--- src/sv/rsch_pkg.sv ---
// ----------------------------------------------------------------------------
// rsch_pkg
// Shared types for the ray / sphere closest-hit unit.
// ----------------------------------------------------------------------------
package rsch_pkg;

   // One queued item, classified by the front part.
   typedef struct packed {
      logic [2:0][31:0] origin;
      logic [2:0][31:0] dir;
      logic [2:0][31:0] center;
      logic [30:0]      radius;
      logic             last;
      logic             test;
      logic [7:0]       pos;
   } item_type;

   typedef enum logic [3:0] {
      ST_IDLE,
      ST_OC,
      ST_HB,
      ST_OO,
      ST_RR,
      ST_DISC,
      ST_SQRT,
      ST_ROOT,
      ST_PNT,
      ST_DVLD,
      ST_DIV,
      ST_NDOT,
      ST_UPD,
      ST_FIN,
      ST_EMIT
   } state_type;

   localparam logic CSR_MIN_DISTANCE = 1'b0;
   localparam logic CSR_MAX_DISTANCE = 1'b1;

endpackage

--- src/sv/rsch_queue.sv ---
// ----------------------------------------------------------------------------
// rsch_queue
// Two-entry queue between the front and back parts.
// ----------------------------------------------------------------------------
module rsch_queue (
   input  logic               clock,
   input  logic               reset,
   input  logic               push,
   input  rsch_pkg::item_type push_item,
   output logic               full,
   input  logic               pop,
   output logic               not_empty,
   output rsch_pkg::item_type pop_item
);

   rsch_pkg::item_type mem_ff [2];
   logic       wr_ptr_ff;
   logic       rd_ptr_ff;
   logic [1:0] count_ff;

   assign full      = (count_ff == 2'd2);
   assign not_empty = (count_ff != 2'd0);
   assign pop_item  = mem_ff[rd_ptr_ff];

   always_ff @(posedge clock) begin
      if (push) begin
         mem_ff[wr_ptr_ff] <= push_item;
      end
   end

   always_ff @(posedge clock) begin
      if (reset) begin
         wr_ptr_ff <= 1'b0;
         rd_ptr_ff <= 1'b0;
         count_ff  <= 2'd0;
      end else begin
         if (push) wr_ptr_ff <= ~wr_ptr_ff;
         if (pop)  rd_ptr_ff <= ~rd_ptr_ff;
         count_ff <= count_ff + {1'b0, push} - {1'b0, pop};
      end
   end

endmodule

--- config.mk ---
export PLATFORM = sky130hd
export DESIGN_NAME = rsch_queue
export DESIGN_NICKNAME = d
export VERILOG_FILES = /design/src/sv/rsch_pkg.sv /design/src/sv/rsch_queue.sv
export SDC_FILE = /design/constraint.sdc
export NUM_CORES = 1
export LEC_CHECK = 0
export BUFFER_PORTS_ARGS = -buffer_cell sky130_fd_sc_hd__buf_2
export CAP_MARGIN = 20
export CORE_AREA = 4 4 258 260
export DETAILED_ROUTE_END_ITERATION = 10
export DIE_AREA = 0 0 262 264
export SLEW_MARGIN = 20
export SYNTH_ARGS = -nofsm -noshare
export SYNTH_HDL_FRONTEND = slang
export SYNTH_SLANG_ARGS = --single-unit
--- constraint.sdc ---
create_clock -name clock -period 50.3 [get_ports clock]
set_input_delay 2.515 -clock clock [delete_from_list [all_inputs] [get_ports clock]]
set_output_delay 2.515 -clock clock [all_outputs]
set_load 0.005 [all_outputs]
==> qor.yml <==
startpoint_type: "flop"
gp_congestion: 0.7913
slew_headroom_pct: 27.81
totalNegativeSetupSlack_ns: 0
cts_root_buffer: "clkbuf_16"
peakVddDrop_uv: 27.55
vias_per_cell: 4.637
finalHoldViolCount: 0
first_pass_iters: 5
critPathMaxFanout: 50
drc: 0
fillers: 5382
synthToLayoutAreaGrowth_pct: 23.89
routed_wl_um: 57780
cts_sinks: 663
synth_cell_types: 16
clk_pin_slew_ns: 0.06
crit_path_end_kind: "output pin"
cp_slowest_cell: "buf_4"
reg2reg_depth: 3
grtUsageTotal_pct: 15.89
hold_path_startpoint: "rd_ptr_ff$_SDFFE_PP0P_"
fp.dieArea_mm2: 0.06917
rsz0062_at_grt: "false"
synth_area_leader_cell: "edfxtp_1"
r2r-start: "wr_ptr_ff$_SDFFE_PP0P_"
nNetsFinal: 2091
finalHoldWorstSlack_ns: 0.5326
cell_internal_pwr_mw: 1.016
grt-ovfl-total: 0
synth-xor-area-share_pct: 0.1569
die_w_um: 262
ys_warn_count: 0
yosys-top-cells-area: "edfxtp_1 77%, mux2_4 18%, buf_12 2.6%"
crit_path_frequent_cell: "buf_4"
rr_endpoint: "mem_ff[1][311]$_DFFE_PP_"
slew_violations: 0
drtIter0Drc: 707
fp.coreArea_mm2: 0.06412
dpl.hpwl_um: 40200
cp_top_family: "buffers and inverters"
worst_slew_pin_slew_ns: 1.083
p_per_area_mw_per_mm2: 40.96
num_vias: 12480
cpPeakStageDelay_ns: 0.81
cts_hold_buf: 0
synth-compound-area-share_pct: 0
path_class: "reg2out"
fmax_ghz: 0.1446
synth_top_family_by_area: "multiplexers"
cts_resized: 0
hold_depth: 2
seqPwrFrac_pct: 50.6
synth-simple-area-share_pct: 0.1814
min_to: "rd_ptr_ff$_SDFFE_PP0P_"
synthAdderAreaFrac_pct: 0.09804
wl_per_cell_um: 21.46
antenna_left: 0
final_layout_size_suffix_gt1_share_pct: 60.79
switching_share_pct: 21.53
clk_latency_ns: 0.58
ios: 664
clockBufferDepth: 3
cts_setup_buffers: 0
grt_pass1_vias: 13150
setup_violations: 0
synthMuxAreaShare_pct: 18.97
yosysSeqAreaShare_pct: 77.81
fin_crit_sh_pct: 13.75
ys_ff_latch: 663
num_rows: 93
final_cell_mix: "663 x buf_2, 658 x edfxtp_1, 303 x mux2_4, 72 x clkbuf_16, 26 x mux2_2"
p_sw_uw: 278.9
crit_arrival_ns: 4.40
leakage_nw: 12.41
skew_ns: 0.01513
grt_antenna_before_repair: 34
syn_avg_cell_area_um2: 24.42
synth_nets: 1380
reg2reg_slack_ns: 46.80
p_clk_share_pct: 38.3
layout_commonest_cell: "buf_2"
ctsHtreeMaxLevel: 3
cts_tree: "built"
hp-class: "reg2reg"
period_minus_slack_ns: 6.916
status: "finished, final reports clean"
initial_core_util_pct: 39.81
crit_buf_inv: 4
path_cells: "buf_4 -> buf_4 -> buf_4 -> mux2_4 -> buf_2"
grt_pass1_wl_um: 82320
crit_required_ns: 47.78
max_cap_violations: 0
die_h_um: 264
cts_buffers: 72
numPortBuffers: 663
comb_power_share_pct: 11.1
yosys.area.top_type_share_pct: 77.42
syn_area_mm2: 0.02552
synth_cells: 1045
grt_max_degree: 158
-- worst min-delay path, stage by stage, from the launching register on --
cell,delay [ns]
dfxtp_1,0.33
xnor2_1,0.09
nor2_1,0.08
-- Yosys cell counts (all sizes together) --
cell type / number
and2: 1
dfxtp: 5
inv: 2
buf: 37
ha: 2
nor2: 4
nor2b: 3
or2: 1
xnor3: 1
xnor2: 2
edfxtp: 658
mux2: 329
-- sequential cells by signal, summed over array words and instances (netlist names), named ones only --
signal	count
mem_ff	658
count_ff	2
rd_ptr_ff	1
wr_ptr_ff	1
-- routing by layer --
metal | share of wire (%) | track usage (%) | routed length [µm]
met5 | 0.12 | 0 | 70
met4 | 4.2 | 8.555 | 2408
met1 | 35 | 16.90 | 20010
met3 | 9.1 | 5.704 | 5262
met2 | 52 | 27.47 | 30020
-- stage by stage --
step	instances	util [%]	setup WS, ns	cell area (µm²)	total power, mW
2_1_floorplan	1045	-	32.59	25520	0.7701
3_3_place_gp	2537	45.76	44.05	29340	0.8109
3_5_place_dp	2537	45.76	43.93	29340	0.8139
4_1_cts	2663	49.20	43.27	31550	1.315
5_1_grt	2686	49.29	43.12	31610	1.349
6_report	2692	49.32	43.38	31620	1.295
-- how the worst max path moves through the flow --
stage                                        end  slack, ns  cells after the start
final                              pop_item[235]      43.38                      5
after global routing               pop_item[259]      43.12                      5
after CTS                          pop_item[235]      43.27                      5
after detailed placement           pop_item[235]      43.93                      5
after global placement             pop_item[283]      44.05                      5
after floorplan           mem_ff[0][0]$_DFFE_PP_      32.59                      1
-- area by class of cell --
type                       count  area (µm²)  share of cell area, %
timing repair buffer         674        3438                  10.87
multi-input combinational    343        4964                  15.70
sequential                   663       19860                  62.82
clock buffer                  89        1866                  5.900
inverter                       2       7.507                0.02374
clock inverter                37       340.3                  1.076
tap                          855        1070                  3.383
antenna                       29       72.57                 0.2295
-- power groups by stage --
stage	sequential [mW]	clock [mW]	combinational, mW
global placement	0.666	0	0.145
finish	0.656	0.496	0.144
floorplan	0.679	0	0.0915
CTS	0.656	0.511	0.147
global route	0.658	0.537	0.154
detailed placement	0.668	0	0.146
-- cell families (layout without fill, tap and decap cells) --
group / after synthesis / count (layout)
simple gates: 9 / 9
mux: 329 / 329
xor+xnor: 3 / 3
fa+ha+maj: 2 / 2
buf+inv: 39 / 802
other cells: 0 / 29
flops: 663 / 663
No activity file was read; power rests on OpenSTA's default activity.
