[src/sv/rsch_pkg.sv]
// ----------------------------------------------------------------------------
// rsch_pkg
// Shared types for the ray / sphere closest-hit unit.
// ----------------------------------------------------------------------------
package rsch_pkg;

   // One queued item, classified by the front part.
   typedef struct packed {
      logic [2:0][31:0] origin;
      logic [2:0][31:0] dir;
      logic [2:0][31:0] center;
      logic [30:0]      radius;
      logic             last;
      logic             test;
      logic [7:0]       pos;
   } item_type;

   typedef enum logic [3:0] {
      ST_IDLE,
      ST_OC,
      ST_HB,
      ST_OO,
      ST_RR,
      ST_DISC,
      ST_SQRT,
      ST_ROOT,
      ST_PNT,
      ST_DVLD,
      ST_DIV,
      ST_NDOT,
      ST_UPD,
      ST_FIN,
      ST_EMIT
   } state_type;

   localparam logic CSR_MIN_DISTANCE = 1'b0;
   localparam logic CSR_MAX_DISTANCE = 1'b1;

endpackage

[src/sv/rsch_front.sv]
// ----------------------------------------------------------------------------
// rsch_front
// Accepts items, counts spheres per ray and marks which ones get tested.
// ----------------------------------------------------------------------------
module rsch_front #(
   parameter int MAX_SPHERES = 256
) (
   input  logic               clock,
   input  logic               reset,
   input  logic               req_valid,
   output logic               req_ready,
   input  rsch_pkg::item_type req_item,
   input  logic               q_full,
   output logic               q_push,
   output rsch_pkg::item_type q_item
);

   localparam int CW = $clog2(MAX_SPHERES + 1);

   logic [CW-1:0] count_ff;
   logic [CW-1:0] count_in;
   logic          in_range;

   assign req_ready = ~q_full;
   assign q_push    = req_valid & ~q_full;
   assign in_range  = (count_ff < CW'(MAX_SPHERES));

   always_comb begin
      q_item      = req_item;
      q_item.test = in_range & (req_item.radius != '0);
      q_item.pos  = 8'(count_ff);
      if (req_item.last) begin
         count_in = '0;
      end else if (in_range) begin
         count_in = count_ff + CW'(1);
      end else begin
         count_in = count_ff;
      end
   end

   always_ff @(posedge clock) begin
      if (reset) begin
         count_ff <= '0;
      end else if (q_push) begin
         count_ff <= count_in;
      end
   end

endmodule

[config.mk]
export PLATFORM = sky130hd
export DESIGN_NAME = rsch_front
export DESIGN_NICKNAME = d
export VERILOG_FILES = /design/src/sv/rsch_pkg.sv /design/src/sv/rsch_front.sv
export SDC_FILE = /design/constraint.sdc
export NUM_CORES = 1
export LEC_CHECK = 0
export BUFFER_PORTS_ARGS = -buffer_cell sky130_fd_sc_hd__buf_2
export CAP_MARGIN = 30
export CORE_AREA = 2 2 261 263
export CTS_CLUSTER_DIAMETER = 80
export DETAILED_ROUTE_END_ITERATION = 12
export DIE_AREA = 0 0 263 265
export PLACE_DENSITY = 0.32
export SYNTH_ARGS = -nofsm -noshare
export SYNTH_HDL_FRONTEND = slang
export SYNTH_SLANG_ARGS = --single-unit
export TNS_END_PERCENT = 10
[constraint.sdc]
create_clock -name clock -period 1.58 [get_ports clock]
set_input_delay 0.158 -clock clock [delete_from_list [all_inputs] [get_ports clock]]
set_output_delay 0.158 -clock clock [all_outputs]
set_load 0.03 [all_outputs]
==> out/metrics.csv <==
stage,metric,value,unit
outcome,status,"finished, final reports clean",
global_route,top_usage_layer,met3,
worst_setup_path,worst_ep_arrival_time,1280,ps
yosys,synth.largest_area_cell,buf_4,
yosys,synth_commonest_cells,"buf_4 (328), nor4_1 (11), dfxtp_1 (9)",
sta,skew,1.71,ps
finish,antennaDiodeCount,0,
clocking,clockRootBuffer,clkbuf_16,
drt,vias,1379,
floorplan,start_util,4.56,%
clocking,clkSinkCount,9,
worst_setup_path,crit_slowest_cell,nor3_1,
finish,fillCellCount,8003,
global_route,grt_first_pass_wirelength,13500,µm
sta,hold_violations,0,
finish,final_layout_size_suffix_gt1_share,57.6,%
worst_setup_path,crit_family,buffers and inverters,
floorplan,io_pins,664,
drt,viasPerCell,1.35,
drt,ant_nets,0,
yosys,synthMostInstantiatedCell,buf_4,
global_route,grt_pass1_vias,1509,
clocking,ctsHtreeMaxLevel,1,
yosys,synth_seq_cells,9,
yosys,syn-cell-area,0.00304,mm²
floorplan,die_h,265,µm
clocking,clk_pin_slew,40,ps
drt,drc_errors,0,
sta,tightest_slew,655,ps
finish,synthToLayoutAreaGrowth,-29.6,%
worst_setup_path,critPathMaxStageDelay,230,ps
worst_setup_path,ff2ff_path_depth,4,
global_route,grt_util_all_layers,3.05,%
finish,largest_reg_flops,9,
sta,setup_viol,0,
yosys,async_reset_ff_share,0,%
worst_setup_path,worstPathCellList,"buf_2, nor3_1, buf_4, nand4_1, buf_4, o21a_1, buf_2",
finish,final_cells,1024,
drt,drtPass1Iterations,4,
yosys,netlist_instances,397,
sta,fmax,695,MHz
drt,routedWlPerCell,11.0,µm
worst_setup_path,r2r_end,count_ff[2]$_SDFFE_PP0P_,
clocking,tritoncts,done,
yosys,syn_avg_cell_area,7.67,µm²
yosys,synth-edff-count,0,
flow_run,maxCapViolCount,0,
clocking,clk_latency,230,ps
yosys,synthFlopType,dfxtp_1,
worst_setup_path,start_kind,primary input,
clocking,cts_buffer_depth,2,
placement,hpwl,9720,µm
worst_setup_path,critPathCapture,q_item[8],
clocking,numCtsBuffers,3,
worst_setup_path,critPathBufInv,4,
finish,regMostFlops,count_ff,
floorplan,die_x,263,µm
global_route,grt_use_met3,4.98,%
global_route,use_met2,3.08,%
worst_setup_path,setup.worst_path.end_class,output port,
yosys,synth_seq_area_share,5.92,%
worst_setup_path,cp_max_fo,2,
sta,layout_min_cycle_time,1440,ps
floorplan,num_rows,95,
sta,setup_tns,0,ps
global_route,overflow,0,
placement,preCtsSetupSlack,116,ps
pwr,peakVddDrop,245,µV
yosys,ys_warn_count,0,
global_route,globalRouteMet1Util,2.00,%
placement,io_buffers,78,
sta,worst_slack,141,ps
pwr,powerDensity,433,mW/mm²
clocking,ctsHoldBuffers,0,
placement,place_congestion,0.604,
worst_setup_path,reg2reg_slack,250,ps
worst_setup_path,critPathLaunch,req_item[27],
global_route,grt_max_degree,15,
yosys,synth_top_area_share,80.9,%
sta,fin_crit_sh,91.1,%
yosys,synth_fp_nets,731,
worst_setup_path,critPathKind,primary input to output port,
worst_setup_path,worst_ep_required_time,1420,ps
finish,reg_top3,count_ff: 9 flops,
sta,rsz0062_at_grt,no,
hold_path,hp-class,primary input to register,
sta,slew_violations,0,
worst_setup_path,r2r_start,count_ff[0]$_SDFFE_PP0P_,
pwr,p_total,0.000928,W
finish,nNetsFinal,486,
floorplan,fp.coreArea,0.0668,mm²
global_route,antenna_found_initial,2,
drt,totalWireLength,11300,µm
placement,dp.cells,1020,
floorplan,dieArea,0.0697,mm²
drt,first_iter_violations,37,
yosys,synth.area.top_cells,"buf_4 (81%), dfxtp_1 (5.9%), nor4_1 (2.3%)",
sta,max_slew_margin,56.3,%
worst_setup_path,cp.depth,7,
yosys,synth.distinct_cells,24,
pwr,p_leak,0.539,nW
-- through the flow --
| step | util (%) | hold WS (ps) | instance area (µm²) |
|---|---|---|---|
| after CTS | 3.20 | 192 | 2140 |
| after detailed placement | 3.08 | 316 | 2060 |
| after floorplan | - | 227 | 3040 |
| after global placement | 3.08 | 316 | 2060 |
| after global routing | 3.21 | 216 | 2140 |
| final | 3.21 | 191 | 2140 |
-- cells by family (layout without fill, tap and decap cells) --
group | Yosys count | in the layout | share of synthesized area, %
AO/OA/AOI/OAI | 10 | 10 | 1.89
adder cells (fa/ha/maj) | 1 | 1 | 0.411
buffers and inverters | 337 | 91 | 82.5
flip-flops | 9 | 9 | 5.92
multiplexers | 4 | 4 | 1.32
AND/OR/NAND/NOR | 36 | 36 | 7.97
-- repair_timing --
item,CTS,global route
setup endpoints to repair,0,1
gates resized for setup,0,1
setup buffers,0,0
hold endpoints to repair,0,0
-- cell type report --
type	count	area (µm²)	area share [%]
Tap cell	873	1090	51.0
Timing Repair Buffer	80	405	18.9
Multi-Input combinational cell	51	359	16.8
Sequential cell	9	180	8.41
Clock buffer	4	78.8	3.68
Inverter	7	26.3	1.23
-- power by group --
group,total (W),switching (W),internal (W)
logic,0.000248,0.000170,0.0000782
clock network,0.000448,0.000110,0.000337
registers,0.000232,0.00000216,0.000230
-- worst reg2reg max path, delay by kind of cell (launching register included) --
family,cells,cell delay [ps]
buffers and inverters,1,50
flip-flops,1,380
AO/OA/AOI/OAI,1,150
adder cells (fa/ha/maj),1,190
AND/OR/NAND/NOR,1,500
-- how the worst min path moves through the flow --
stage	startpoint	to	slack (ps)	depth (start not counted)
finish	reset	count_ff[1]$_SDFFE_PP0P_	190	2
floorplan	reset	count_ff[1]$_SDFFE_PP0P_	230	1
CTS	reset	count_ff[1]$_SDFFE_PP0P_	190	2
global placement	req_item[105]	q_item[105]	320	0
detailed placement	req_item[105]	q_item[105]	320	0
global route	reset	count_ff[1]$_SDFFE_PP0P_	220	2
-- layout by cell type, fill, tap and decap left out, types with 2 or more instances in the layout --
cell / count
or3b_1: 2
inv_1: 7
nand3_1: 4
nor4_1: 10
buf_4: 2
buf_2: 78
nand4_1: 3
dfxtp_1: 9
nand3b_1: 3
or4_1: 3
clkbuf_16: 3
o31ai_1: 2
nand2_1: 3
mux2i_1: 4
o21ai_0: 2
a21oi_1: 5
-- routing by layer --
| metal | wire [µm] | share of wire (%) |
|---|---|---|
| met4 | 1160 | 10 |
| met2 | 3610 | 32 |
| met5 | 63 | 0.56 |
| met3 | 3700 | 33 |
| met1 | 2710 | 24 |
No activity file was read; power rests on OpenSTA's default activity.
